## config.mk

```make
export PLATFORM = sky130hd
export DESIGN_NAME = sweep_prune_box_update_unit
export DESIGN_NICKNAME = d
export VERILOG_FILES = /design/src/hdl/spbu_pkg.sv /design/src/hdl/spbu_mem.sv /design/src/hdl/sweep_prune_box_update_unit.sv
export SDC_FILE = /design/constraint.sdc
export NUM_CORES = 2
export LEC_CHECK = 0
export BUFFER_PORTS_ARGS = -buffer_cell sky130_fd_sc_hd__clkbuf_2
export CORE_ASPECT_RATIO = 2
export CORE_MARGIN = 2
export CORE_UTILIZATION = 60
export DETAILED_ROUTE_END_ITERATION = 7
export PLACE_DENSITY = 0.88
export SYNTH_ARGS = -nofsm -noshare
export SYNTH_HDL_FRONTEND = slang
export SYNTH_SLANG_ARGS = --single-unit
```

## constraint.sdc

```tcl
create_clock -name clock -period 7.9 [get_ports clock]
set_clock_uncertainty 0.15 [all_clocks]
set_input_delay 0.395 -clock clock [delete_from_list [all_inputs] [get_ports clock]]
set_output_delay 0.395 -clock clock [all_outputs]
set_load 0.02 [all_outputs]
```

## src/hdl/spbu_pkg.sv

```systemverilog
// Package for the sweep-and-prune box update unit.
// Holds field widths, default sizes and event codes; depends on nothing.
package spbu_pkg;

   localparam int DEF_NUM_BOXES  = 8;
   localparam int DEF_COORD_BITS = 16;

   localparam int IN_BOX_W   = 3;
   localparam int IN_COORD_W = 16;
   localparam int SPLIT_W    = 4;
   localparam int KIND_W     = 2;
   localparam int MAX_EVENTS = 48;
   localparam int EVCNT_W    = $clog2(MAX_EVENTS + 1);

   typedef logic [KIND_W-1:0] kind_type;

   localparam kind_type EV_NONE   = 2'd0;
   localparam kind_type EV_ADD    = 2'd1;
   localparam kind_type EV_REMOVE = 2'd2;

endpackage

```

## src/hdl/spbu_mem.sv

```systemverilog
// Synchronous memory with one write and one registered read port.
// Each entry has a valid bit cleared by reset; no package dependencies.
module spbu_mem #(
   parameter int WIDTH = 16,
   parameter int DEPTH = 48
) (
   input  logic                     clock,
   input  logic                     reset,
   input  logic                     wr_en,
   input  logic [$clog2(DEPTH)-1:0] wr_addr,
   input  logic [WIDTH-1:0]         wr_data,
   input  logic                     rd_en,
   input  logic [$clog2(DEPTH)-1:0] rd_addr,
   output logic [WIDTH-1:0]         rd_data,
   output logic                     rd_valid
);

   logic [WIDTH-1:0] mem_ff [DEPTH];
   logic [DEPTH-1:0] valid_ff;
   logic [WIDTH-1:0] rd_data_ff;
   logic             rd_valid_ff;

   always_ff @(posedge clock) begin
      if (wr_en) begin
         mem_ff[wr_addr] <= wr_data;
      end
      if (rd_en) begin
         rd_data_ff <= mem_ff[rd_addr];
      end
   end

   always_ff @(posedge clock) begin
      if (reset) begin
         valid_ff    <= '0;
         rd_valid_ff <= 1'b0;
      end else begin
         if (wr_en) begin
            valid_ff[wr_addr] <= 1'b1;
         end
         if (rd_en) begin
            rd_valid_ff <= valid_ff[rd_addr];
         end
      end
   end

   assign rd_data  = rd_data_ff;
   assign rd_valid = rd_valid_ff;

endmodule

```

## src/hdl/sweep_prune_box_update_unit.sv

```systemverilog
// Sweep-and-prune box update unit: moves one box's six endpoints through the sorted axes.
// An endpoint that keeps its value is only read and compared; one that moves is found by a scan
// of the order from its start and then swapped past each neighbour it passes; a neighbour of
// the other group may add an overlap test of up to six bounds and an event; one item at a time.
// The walk is set by the single read port of the memories, and a held result beat stalls it.
// Reset is synchronous. Depends on spbu_pkg and spbu_mem.
module sweep_prune_box_update_unit #(
   parameter int NUM_BOXES  = spbu_pkg::DEF_NUM_BOXES,
   parameter int COORD_BITS = spbu_pkg::DEF_COORD_BITS
) (
   input  logic                              clock,
   input  logic                              reset,
   input  logic                              csr_write_enable,
   input  logic [spbu_pkg::SPLIT_W-1:0]      csr_write_data,
   input  logic                              req_valid,
   output logic                              req_stall,
   input  logic [spbu_pkg::IN_BOX_W-1:0]     req_box_index,
   input  logic [spbu_pkg::IN_COORD_W-1:0]   req_min_x,
   input  logic [spbu_pkg::IN_COORD_W-1:0]   req_min_y,
   input  logic [spbu_pkg::IN_COORD_W-1:0]   req_min_z,
   input  logic [spbu_pkg::IN_COORD_W-1:0]   req_max_x,
   input  logic [spbu_pkg::IN_COORD_W-1:0]   req_max_y,
   input  logic [spbu_pkg::IN_COORD_W-1:0]   req_max_z,
   output logic                              rsp_valid,
   input  logic                              rsp_stall,
   output logic [spbu_pkg::KIND_W-1:0]       rsp_event_kind,
   output logic [spbu_pkg::IN_BOX_W-1:0]     rsp_low_box,
   output logic [spbu_pkg::IN_BOX_W-1:0]     rsp_high_box,
   output logic                              rsp_last
);
   import spbu_pkg::*;

   localparam int BOX_W = $clog2(NUM_BOXES);
   localparam int EP_W  = BOX_W + 1;
   localparam int NE    = 2 * NUM_BOXES;
   localparam int DEPTH = 3 * NE;
   localparam int AW    = $clog2(DEPTH);

   localparam logic [3:0] ST_IDLE   = 4'd0;
   localparam logic [3:0] ST_RDOLD  = 4'd1;
   localparam logic [3:0] ST_CHKOLD = 4'd2;
   localparam logic [3:0] ST_FIND   = 4'd3;
   localparam logic [3:0] ST_WRD    = 4'd4;
   localparam logic [3:0] ST_WCRD   = 4'd5;
   localparam logic [3:0] ST_WCMP   = 4'd6;
   localparam logic [3:0] ST_SWAP2  = 4'd7;
   localparam logic [3:0] ST_OVRD   = 4'd8;
   localparam logic [3:0] ST_OVCK   = 4'd9;
   localparam logic [3:0] ST_EVT    = 4'd10;
   localparam logic [3:0] ST_NEXT   = 4'd11;
   localparam logic [3:0] ST_FIN    = 4'd12;

   localparam logic [EP_W-1:0] LAST_POS = EP_W'(NE - 1);

   function automatic logic [AW-1:0] mem_addr(input logic [1:0] axis,
                                              input logic [EP_W-1:0] idx);
      mem_addr = AW'(AW'(axis) * AW'(NE)) + AW'(idx);
   endfunction

   function automatic logic is_group_one(input logic [BOX_W-1:0] box,
                                         input logic [SPLIT_W-1:0] split);
      is_group_one = !(8'(box) < 8'(split));
   endfunction

   logic [3:0]                    state_ff, state_in;
   logic [SPLIT_W-1:0]            split_ff;
   logic [BOX_W-1:0]              box_ff, box_in;
   logic signed [COORD_BITS-1:0]  lo_ff [3];
   logic signed [COORD_BITS-1:0]  hi_ff [3];
   logic [1:0]                    axis_ff, axis_in;
   logic                          ismax_ff, ismax_in;
   logic                          down_ff, down_in;
   logic [EP_W-1:0]               pos_ff, pos_in;
   logic [EP_W-1:0]               cep_ff, cep_in;
   logic [EP_W-1:0]               oidx_ff, oidx_in;
   logic [2:0]                    k_ff, k_in;
   logic [NUM_BOXES-1:0]          pair_ff [NUM_BOXES];
   logic                          pair_wr, pair_val;
   kind_type                      evk_ff, evk_in;
   logic                          pend_v_ff, pend_v_in;
   kind_type                      pend_k_ff, pend_k_in;
   logic [BOX_W-1:0]              pend_l_ff, pend_l_in, pend_h_ff, pend_h_in;
   logic [EVCNT_W-1:0]            cnt_ff, cnt_in;
   logic                          rsp_v_ff, rsp_v_in;
   kind_type                      rsp_k_ff, rsp_k_in;
   logic [BOX_W-1:0]              rsp_l_ff, rsp_l_in, rsp_h_ff, rsp_h_in;
   logic                          rsp_last_ff, rsp_last_in;

   logic                          c_wr_en, c_rd_en, c_rd_valid;
   logic [AW-1:0]                 c_wr_addr, c_rd_addr;
   logic [COORD_BITS-1:0]         c_wr_data, c_rd_data;
   logic                          o_wr_en, o_rd_en, o_rd_valid;
   logic [AW-1:0]                 o_wr_addr, o_rd_addr;
   logic [EP_W-1:0]               o_wr_data, o_rd_data;

   logic signed [COORD_BITS-1:0]  coord_rd, limit;
   logic [EP_W-1:0]               order_rd, ep, np;
   logic [BOX_W-1:0]              oth, pl, ph;
   logic                          out_free, at_end, relevant, is_add, fail;

   spbu_mem #(.WIDTH(COORD_BITS), .DEPTH(DEPTH)) u_coord_mem (
      .clock(clock), .reset(reset),
      .wr_en(c_wr_en), .wr_addr(c_wr_addr), .wr_data(c_wr_data),
      .rd_en(c_rd_en), .rd_addr(c_rd_addr),
      .rd_data(c_rd_data), .rd_valid(c_rd_valid)
   );

   spbu_mem #(.WIDTH(EP_W), .DEPTH(DEPTH)) u_order_mem (
      .clock(clock), .reset(reset),
      .wr_en(o_wr_en), .wr_addr(o_wr_addr), .wr_data(o_wr_data),
      .rd_en(o_rd_en), .rd_addr(o_rd_addr),
      .rd_data(o_rd_data), .rd_valid(o_rd_valid)
   );

   assign coord_rd = c_rd_valid ? $signed(c_rd_data) : '0;
   assign order_rd = o_rd_valid ? o_rd_data : oidx_ff;
   assign ep       = {box_ff, ismax_ff};
   assign np       = down_ff ? pos_ff - 1'b1 : pos_ff + 1'b1;
   assign limit    = ismax_ff ? hi_ff[axis_ff] : lo_ff[axis_ff];
   assign oth      = cep_ff[EP_W-1:1];
   assign pl       = (box_ff < oth) ? box_ff : oth;
   assign ph       = (box_ff < oth) ? oth : box_ff;
   assign pair_val = pair_ff[pl][ph];
   assign out_free = !rsp_v_ff || !rsp_stall;
   assign at_end   = down_ff ? (pos_ff == '0) : (pos_ff == LAST_POS);
   assign relevant = (cep_ff[0] != ismax_ff) &&
                     (is_group_one(oth, split_ff) != is_group_one(box_ff, split_ff));
   assign is_add   = ismax_ff != down_ff;
   assign fail     = k_ff[0] ? (coord_rd < lo_ff[k_ff[2:1]]) : (hi_ff[k_ff[2:1]] < coord_rd);

   always_comb begin
      state_in    = state_ff;
      box_in      = box_ff;
      axis_in     = axis_ff;
      ismax_in    = ismax_ff;
      down_in     = down_ff;
      pos_in      = pos_ff;
      cep_in      = cep_ff;
      oidx_in     = oidx_ff;
      k_in        = k_ff;
      evk_in      = evk_ff;
      pair_wr     = 1'b0;
      pend_v_in   = pend_v_ff;
      pend_k_in   = pend_k_ff;
      pend_l_in   = pend_l_ff;
      pend_h_in   = pend_h_ff;
      cnt_in      = cnt_ff;
      rsp_v_in    = rsp_v_ff && rsp_stall;
      rsp_k_in    = rsp_k_ff;
      rsp_l_in    = rsp_l_ff;
      rsp_h_in    = rsp_h_ff;
      rsp_last_in = rsp_last_ff;
      c_wr_en     = 1'b0;
      c_wr_addr   = mem_addr(axis_ff, ep);
      c_wr_data   = limit;
      c_rd_en     = 1'b0;
      c_rd_addr   = mem_addr(axis_ff, ep);
      o_wr_en     = 1'b0;
      o_wr_addr   = mem_addr(axis_ff, np);
      o_wr_data   = ep;
      o_rd_en     = 1'b0;
      o_rd_addr   = mem_addr(axis_ff, np);
      unique case (state_ff)
         ST_IDLE: begin
            if (req_valid) begin
               box_in   = BOX_W'(req_box_index);
               axis_in  = 2'd0;
               ismax_in = 1'b0;
               state_in = (32'(req_box_index) < 32'(NUM_BOXES)) ? ST_RDOLD : ST_FIN;
            end
         end
         ST_RDOLD: begin
            c_rd_en  = 1'b1;
            state_in = ST_CHKOLD;
         end
         ST_CHKOLD: begin
            if (coord_rd == limit) begin
               state_in = ST_NEXT;
            end else begin
               c_wr_en   = 1'b1;
               down_in   = limit < coord_rd;
               pos_in    = '0;
               oidx_in   = '0;
               o_rd_en   = 1'b1;
               o_rd_addr = mem_addr(axis_ff, '0);
               state_in  = ST_FIND;
            end
         end
         ST_FIND: begin
            if (order_rd == ep || pos_ff == LAST_POS) begin
               state_in = ST_WRD;
            end else begin
               pos_in    = pos_ff + 1'b1;
               oidx_in   = pos_ff + 1'b1;
               o_rd_en   = 1'b1;
               o_rd_addr = mem_addr(axis_ff, pos_ff + 1'b1);
            end
         end
         ST_WRD: begin
            if (at_end) begin
               state_in = ST_NEXT;
            end else begin
               o_rd_en  = 1'b1;
               oidx_in  = np;
               state_in = ST_WCRD;
            end
         end
         ST_WCRD: begin
            cep_in    = order_rd;
            c_rd_en   = 1'b1;
            c_rd_addr = mem_addr(axis_ff, order_rd);
            state_in  = ST_WCMP;
         end
         ST_WCMP: begin
            if (down_ff ? (coord_rd > limit) : (coord_rd < limit)) begin
               o_wr_en  = 1'b1;
               state_in = ST_SWAP2;
            end else begin
               state_in = ST_NEXT;
            end
         end
         ST_SWAP2: begin
            o_wr_en   = 1'b1;
            o_wr_addr = mem_addr(axis_ff, pos_ff);
            o_wr_data = cep_ff;
            pos_in    = np;
            state_in  = ST_WRD;
            if (relevant) begin
               if (!is_add && pair_val) begin
                  pair_wr  = 1'b1;
                  evk_in   = EV_REMOVE;
                  state_in = ST_EVT;
               end else if (is_add && !pair_val) begin
                  k_in     = 3'd0;
                  state_in = ST_OVRD;
               end
            end
         end
         ST_OVRD: begin
            c_rd_en   = 1'b1;
            c_rd_addr = mem_addr(k_ff[2:1], {oth, k_ff[0]});
            state_in  = ST_OVCK;
         end
         ST_OVCK: begin
            if (fail) begin
               state_in = ST_WRD;
            end else if (k_ff == 3'd5) begin
               pair_wr  = 1'b1;
               evk_in   = EV_ADD;
               state_in = ST_EVT;
            end else begin
               k_in     = k_ff + 1'b1;
               state_in = ST_OVRD;
            end
         end
         ST_EVT: begin
            if (cnt_ff == EVCNT_W'(MAX_EVENTS)) begin
               state_in = ST_WRD;
            end else if (!pend_v_ff || out_free) begin
               if (pend_v_ff) begin
                  rsp_v_in    = 1'b1;
                  rsp_k_in    = pend_k_ff;
                  rsp_l_in    = pend_l_ff;
                  rsp_h_in    = pend_h_ff;
                  rsp_last_in = 1'b0;
               end
               pend_v_in = 1'b1;
               pend_k_in = evk_ff;
               pend_l_in = pl;
               pend_h_in = ph;
               cnt_in    = cnt_ff + 1'b1;
               state_in  = ST_WRD;
            end
         end
         ST_NEXT: begin
            state_in = ST_RDOLD;
            if (!ismax_ff) begin
               ismax_in = 1'b1;
            end else if (axis_ff != 2'd2) begin
               axis_in  = axis_ff + 1'b1;
               ismax_in = 1'b0;
            end else begin
               state_in = ST_FIN;
            end
         end
         ST_FIN: begin
            if (out_free) begin
               rsp_v_in    = 1'b1;
               rsp_k_in    = pend_v_ff ? pend_k_ff : EV_NONE;
               rsp_l_in    = pend_v_ff ? pend_l_ff : '0;
               rsp_h_in    = pend_v_ff ? pend_h_ff : '0;
               rsp_last_in = 1'b1;
               pend_v_in   = 1'b0;
               cnt_in      = '0;
               state_in    = ST_IDLE;
            end
         end
         default: begin
            state_in = ST_IDLE;
         end
      endcase
   end

   always_ff @(posedge clock) begin
      if (reset) begin
         state_ff  <= ST_IDLE;
         split_ff  <= SPLIT_W'(4);
         pend_v_ff <= 1'b0;
         cnt_ff    <= '0;
         rsp_v_ff  <= 1'b0;
         for (int i = 0; i < NUM_BOXES; i++) begin
            pair_ff[i] <= '0;
         end
      end else begin
         state_ff  <= state_in;
         pend_v_ff <= pend_v_in;
         cnt_ff    <= cnt_in;
         rsp_v_ff  <= rsp_v_in;
         if (csr_write_enable) begin
            split_ff <= csr_write_data;
         end
         if (pair_wr) begin
            pair_ff[pl][ph] <= !pair_val;
         end
      end
   end

   always_ff @(posedge clock) begin
      box_ff      <= box_in;
      axis_ff     <= axis_in;
      ismax_ff    <= ismax_in;
      down_ff     <= down_in;
      pos_ff      <= pos_in;
      cep_ff      <= cep_in;
      oidx_ff     <= oidx_in;
      k_ff        <= k_in;
      evk_ff      <= evk_in;
      pend_k_ff   <= pend_k_in;
      pend_l_ff   <= pend_l_in;
      pend_h_ff   <= pend_h_in;
      rsp_k_ff    <= rsp_k_in;
      rsp_l_ff    <= rsp_l_in;
      rsp_h_ff    <= rsp_h_in;
      rsp_last_ff <= rsp_last_in;
      if (state_ff == ST_IDLE && req_valid) begin
         lo_ff[0] <= $signed(COORD_BITS'(req_min_x));
         lo_ff[1] <= $signed(COORD_BITS'(req_min_y));
         lo_ff[2] <= $signed(COORD_BITS'(req_min_z));
         hi_ff[0] <= $signed(COORD_BITS'(req_max_x));
         hi_ff[1] <= $signed(COORD_BITS'(req_max_y));
         hi_ff[2] <= $signed(COORD_BITS'(req_max_z));
      end
   end

   assign req_stall      = state_ff != ST_IDLE;
   assign rsp_valid      = rsp_v_ff;
   assign rsp_event_kind = rsp_k_ff;
   assign rsp_low_box    = IN_BOX_W'(rsp_l_ff);
   assign rsp_high_box   = IN_BOX_W'(rsp_h_ff);
   assign rsp_last       = rsp_last_ff;

   a_busy_after_accept: assert property (@(posedge clock) disable iff (reset)
      req_valid && !req_stall |=> req_stall)
      else $error("block did not leave idle after taking a beat");

   a_pend_counted: assert property (@(posedge clock) disable iff (reset)
      pend_v_ff |-> cnt_ff != '0)
      else $error("pending event without a count");

   a_count_bound: assert property (@(posedge clock) disable iff (reset)
      cnt_ff <= EVCNT_W'(MAX_EVENTS))
      else $error("event count beyond limit");

   a_idle_clean: assert property (@(posedge clock) disable iff (reset)
      state_ff == ST_IDLE |-> !pend_v_ff && cnt_ff == '0)
      else $error("idle with an event still pending");

endmodule
```

==> key figures <==
Clock network
  • Worst skew pair latency: 750 ps
  • Clock buffer depth: 3
  • Inserted Clock Buffers: 106
  • H-tree Lvls: 3
  • Clock sink total: 1,299
  • Clk slew on worst S/H paths: 70 ps
  • Cts repair resizes: 0
  • Post-CTS Setup Inserts: 0
  • CTS tree: built
  • CTS Root Cell: clkbuf_16

Job
  • Maxcap violations: 0

STA
  • Min Tclk post-route: 6462 ps
  • FMAX: 154.7 MHz
  • Share of the cycle needed by the critical path after routing: 81.80%
  • RSZ-0062 raised after global routing: no
  • Fin. Hold Viols: 0
  • Setup-failing EPs final: 0
  • Final setup TNS: 0 ps
  • Worst relative slew slack: 10.45%
  • Post-route setup slack: 1438 ps
  • Final Max Tran Viols: 0
  • Worst slew pin tran: 1343 ps

Setup path
  • Startpoint Class: register
  • Type of element capturing the critical path: register
  • Arr. time, crit path: 6680 ps
  • WP data required: 8120 ps
  • Worst-path maximum fanout: 68
  • CP Class: reg -> reg

Worst hold path
  • HP Class: in -> reg

Power and ir drop
  • IR drop worst, VDD: 0.3161 mV
  • PwrDens: 350.4 nW/um2
  • Leakage power: 21.78 nW

Finish
  • Fillcell total: 5,797
  • Final core occ: 67.58%
  • Total Nets Final: 4,868
  • Layout area overhead: 12.00%
  • Share of layout cells above drive strength 1: 10.05%
  • Reg area: 37,830 um2
  • Area occupied by multi-input gates: 16,420 um2

Routing
  • Wire length per cell: 25.61 um
  • TritonRoute pass-1 iters: 8
  • DR vias/cell: 6.829
  • Routed Antenna Nets: 0
  • Initial DRC Count: 7,182
  • Post-Route WL: 153,300 um
  • Post-route DRC: 0
  • Vias post-DR: 40,890

Floorplanning
  • Core area: 92,320 um2
  • Initial Util: 60.34%
  • Die X: 219.5 um
  • Die Ht: 434.9 um
  • Die area: 95,440 um2
  • Top Ports: 119
  • Placement Rows: 158

Synthesis
  • Ys Warns: 0
  • Seq cells post-synth: 1,299
  • Post-synthesis sequential area ratio: 67.90%
  • Synth top area cells: edfxtp_1 (64%), nand2_1 (7.2%), dfxtp_1 (4.2%)
  • Avg Inst Size Synth: 12.20 um2
  • Post-Syn Nets: 4,738
  • Commonest cells in the netlist: edfxtp_1 (1,181), nand2_1 (1,065), nand3_1 (362)
  • Mapped Area: 55,710 um2
  • Cell count after synthesis: 4,565
  • Async set or reset register ratio after synthesis: 0%
  • Post-synth top area cell: edfxtp_1
  • Synth cell types: 77
  • Main synth FF type: edfxtp_1
  • Top-area cell type share of the netlist area: 63.66%
  • EDFF count, synth: 1,181
  • Count leader, synth: edfxtp_1

Placement
  • Post-Place Worst Slack: 1654 ps
  • Post-DP HPWL: 85,040 um
  • GP Congestion: 0.9307
  • Port bufs: 118

Run status
  • Status: finished clean

Global routing
  • Global-route wire length before repair: 228,800 um
  • Grt total ovfl: 0
  • GRT Total Usage: 31.53%
  • Vias in the first global route: 39,520
  • Largest net degree at the start of global routing: 137
  • Antenna violations before repair: 3
## timing repair
action | in CTS | in global routing
endpoints found under the hold margin | 106 | 0
hold buffers | 113 | 0
endpoints found under the setup margin | 0 | 0
## worst paths after layout
| check | slack [ps] | cells past startpoint | start | to |
|---|---|---|---|---|
| setup / recovery | 1440 | 16 | box_ff[2] | pair_ff[7][0] |
| hold / removal | 40 | 3 | req_valid | box_ff[1] |
| setup reg to reg | 1440 | 16 | box_ff[2] | pair_ff[7][0] |
| hold reg to reg | 280 | 0 | evk_ff[1] | pend_k_ff[1] |
## where the power goes
group          leakage [nW]  switching [mW]  total [mW]  internal [mW]
clock network          1.74            2.50        5.49           2.99
registers              11.7           0.270        9.04           8.77
logic                  8.36            5.36        7.33           1.96
total                  21.8            8.13        21.9           13.7
## per-layer routing
| layer | up-vias | global-route usage (%) | routed length [um] |
|---|---|---|---|
| met5 | - | 0 | 39 |
| met4 | 6 | 17.13 | 8797 |
| met3 | 593 | 6.744 | 20780 |
| met2 | 3590 | 48.40 | 71080 |
| met1 | 19420 | 42.14 | 52640 |
| li1 | 17280 | - | - |
## stage by stage
stage	instances	total power, mW	cell area, um2	hold slack, ps
global route	5987	22.53	62390	48.22
finish	5988	21.86	62390	42.79
floorplan	4565	13.67	55710	250.3
detailed placement	5674	16.07	57660	259.8
CTS	5987	21.55	62390	5.062
global placement	5674	15.77	57660	257.2
## flip-flops by register name, summed over array words and instances, names as in the netlist, 6 cells and up, named ones only
signal and cells:
pair_ff 64, u_order_mem.valid_ff 48, hi_ff 48, u_coord_mem.valid_ff 48
u_coord_mem.mem_ff 768, u_coord_mem.rd_data 16, lo_ff 48, u_order_mem.mem_ff 192
cnt_ff 6
## cell usage in the layout, fill, tap and decap left out, drive strengths merged, types with 42 or more instances in the layout
cell type    instances
and3               103
edfxtp            1181
ha                  65
inv                 93
nor4                67
clkbuf             251
clkinv              42
o21a                60
o21ai               67
a31oi               56
a21oi              123
buf                119
nand3              362
dlygate4sd3        113
nor2               175
dfxtp              118
mux2i              103
a311oi             173
nand2             1065
nor3                77
o31ai               61
## cell families after synthesis
family	after synthesis	synth area share, %
simple gates	1920	15.10
mux	139	3.124
compound gates	711	9.249
flops	1299	67.90
xor+xnor	13	0.2044
fa+ha+maj	65	1.460
buf+inv	418	2.954
## final cells by class
class / count / area share [%]
Sequential cell: 1299 / 60.63
Multi-Input combinational cell: 2848 / 26.31
Clock buffer: 133 / 4.528
Timing Repair Buffer: 350 / 4.332
Tap cell: 1200 / 2.407
Clock inverter: 67 / 1.233
Inverter: 90 / 0.5495
Antenna cell: 1 / 0.004011
## critical path, stage by stage (launching register included)
cell and delay (ps):
edfxtp_1 600, inv_1 140, ha_1 360, o21ai_1 360, a21oi_1 140, buf_4 230
inv_1 640, nand3_1 750, o221a_2 550, o31ai_1 360, a221oi_4 140, ha_1 230
and2_1 140, a31o_2 240, o21ai_4 240, buf_4 590, o31ai_1 190
Power figures use the tool's default switching activity.
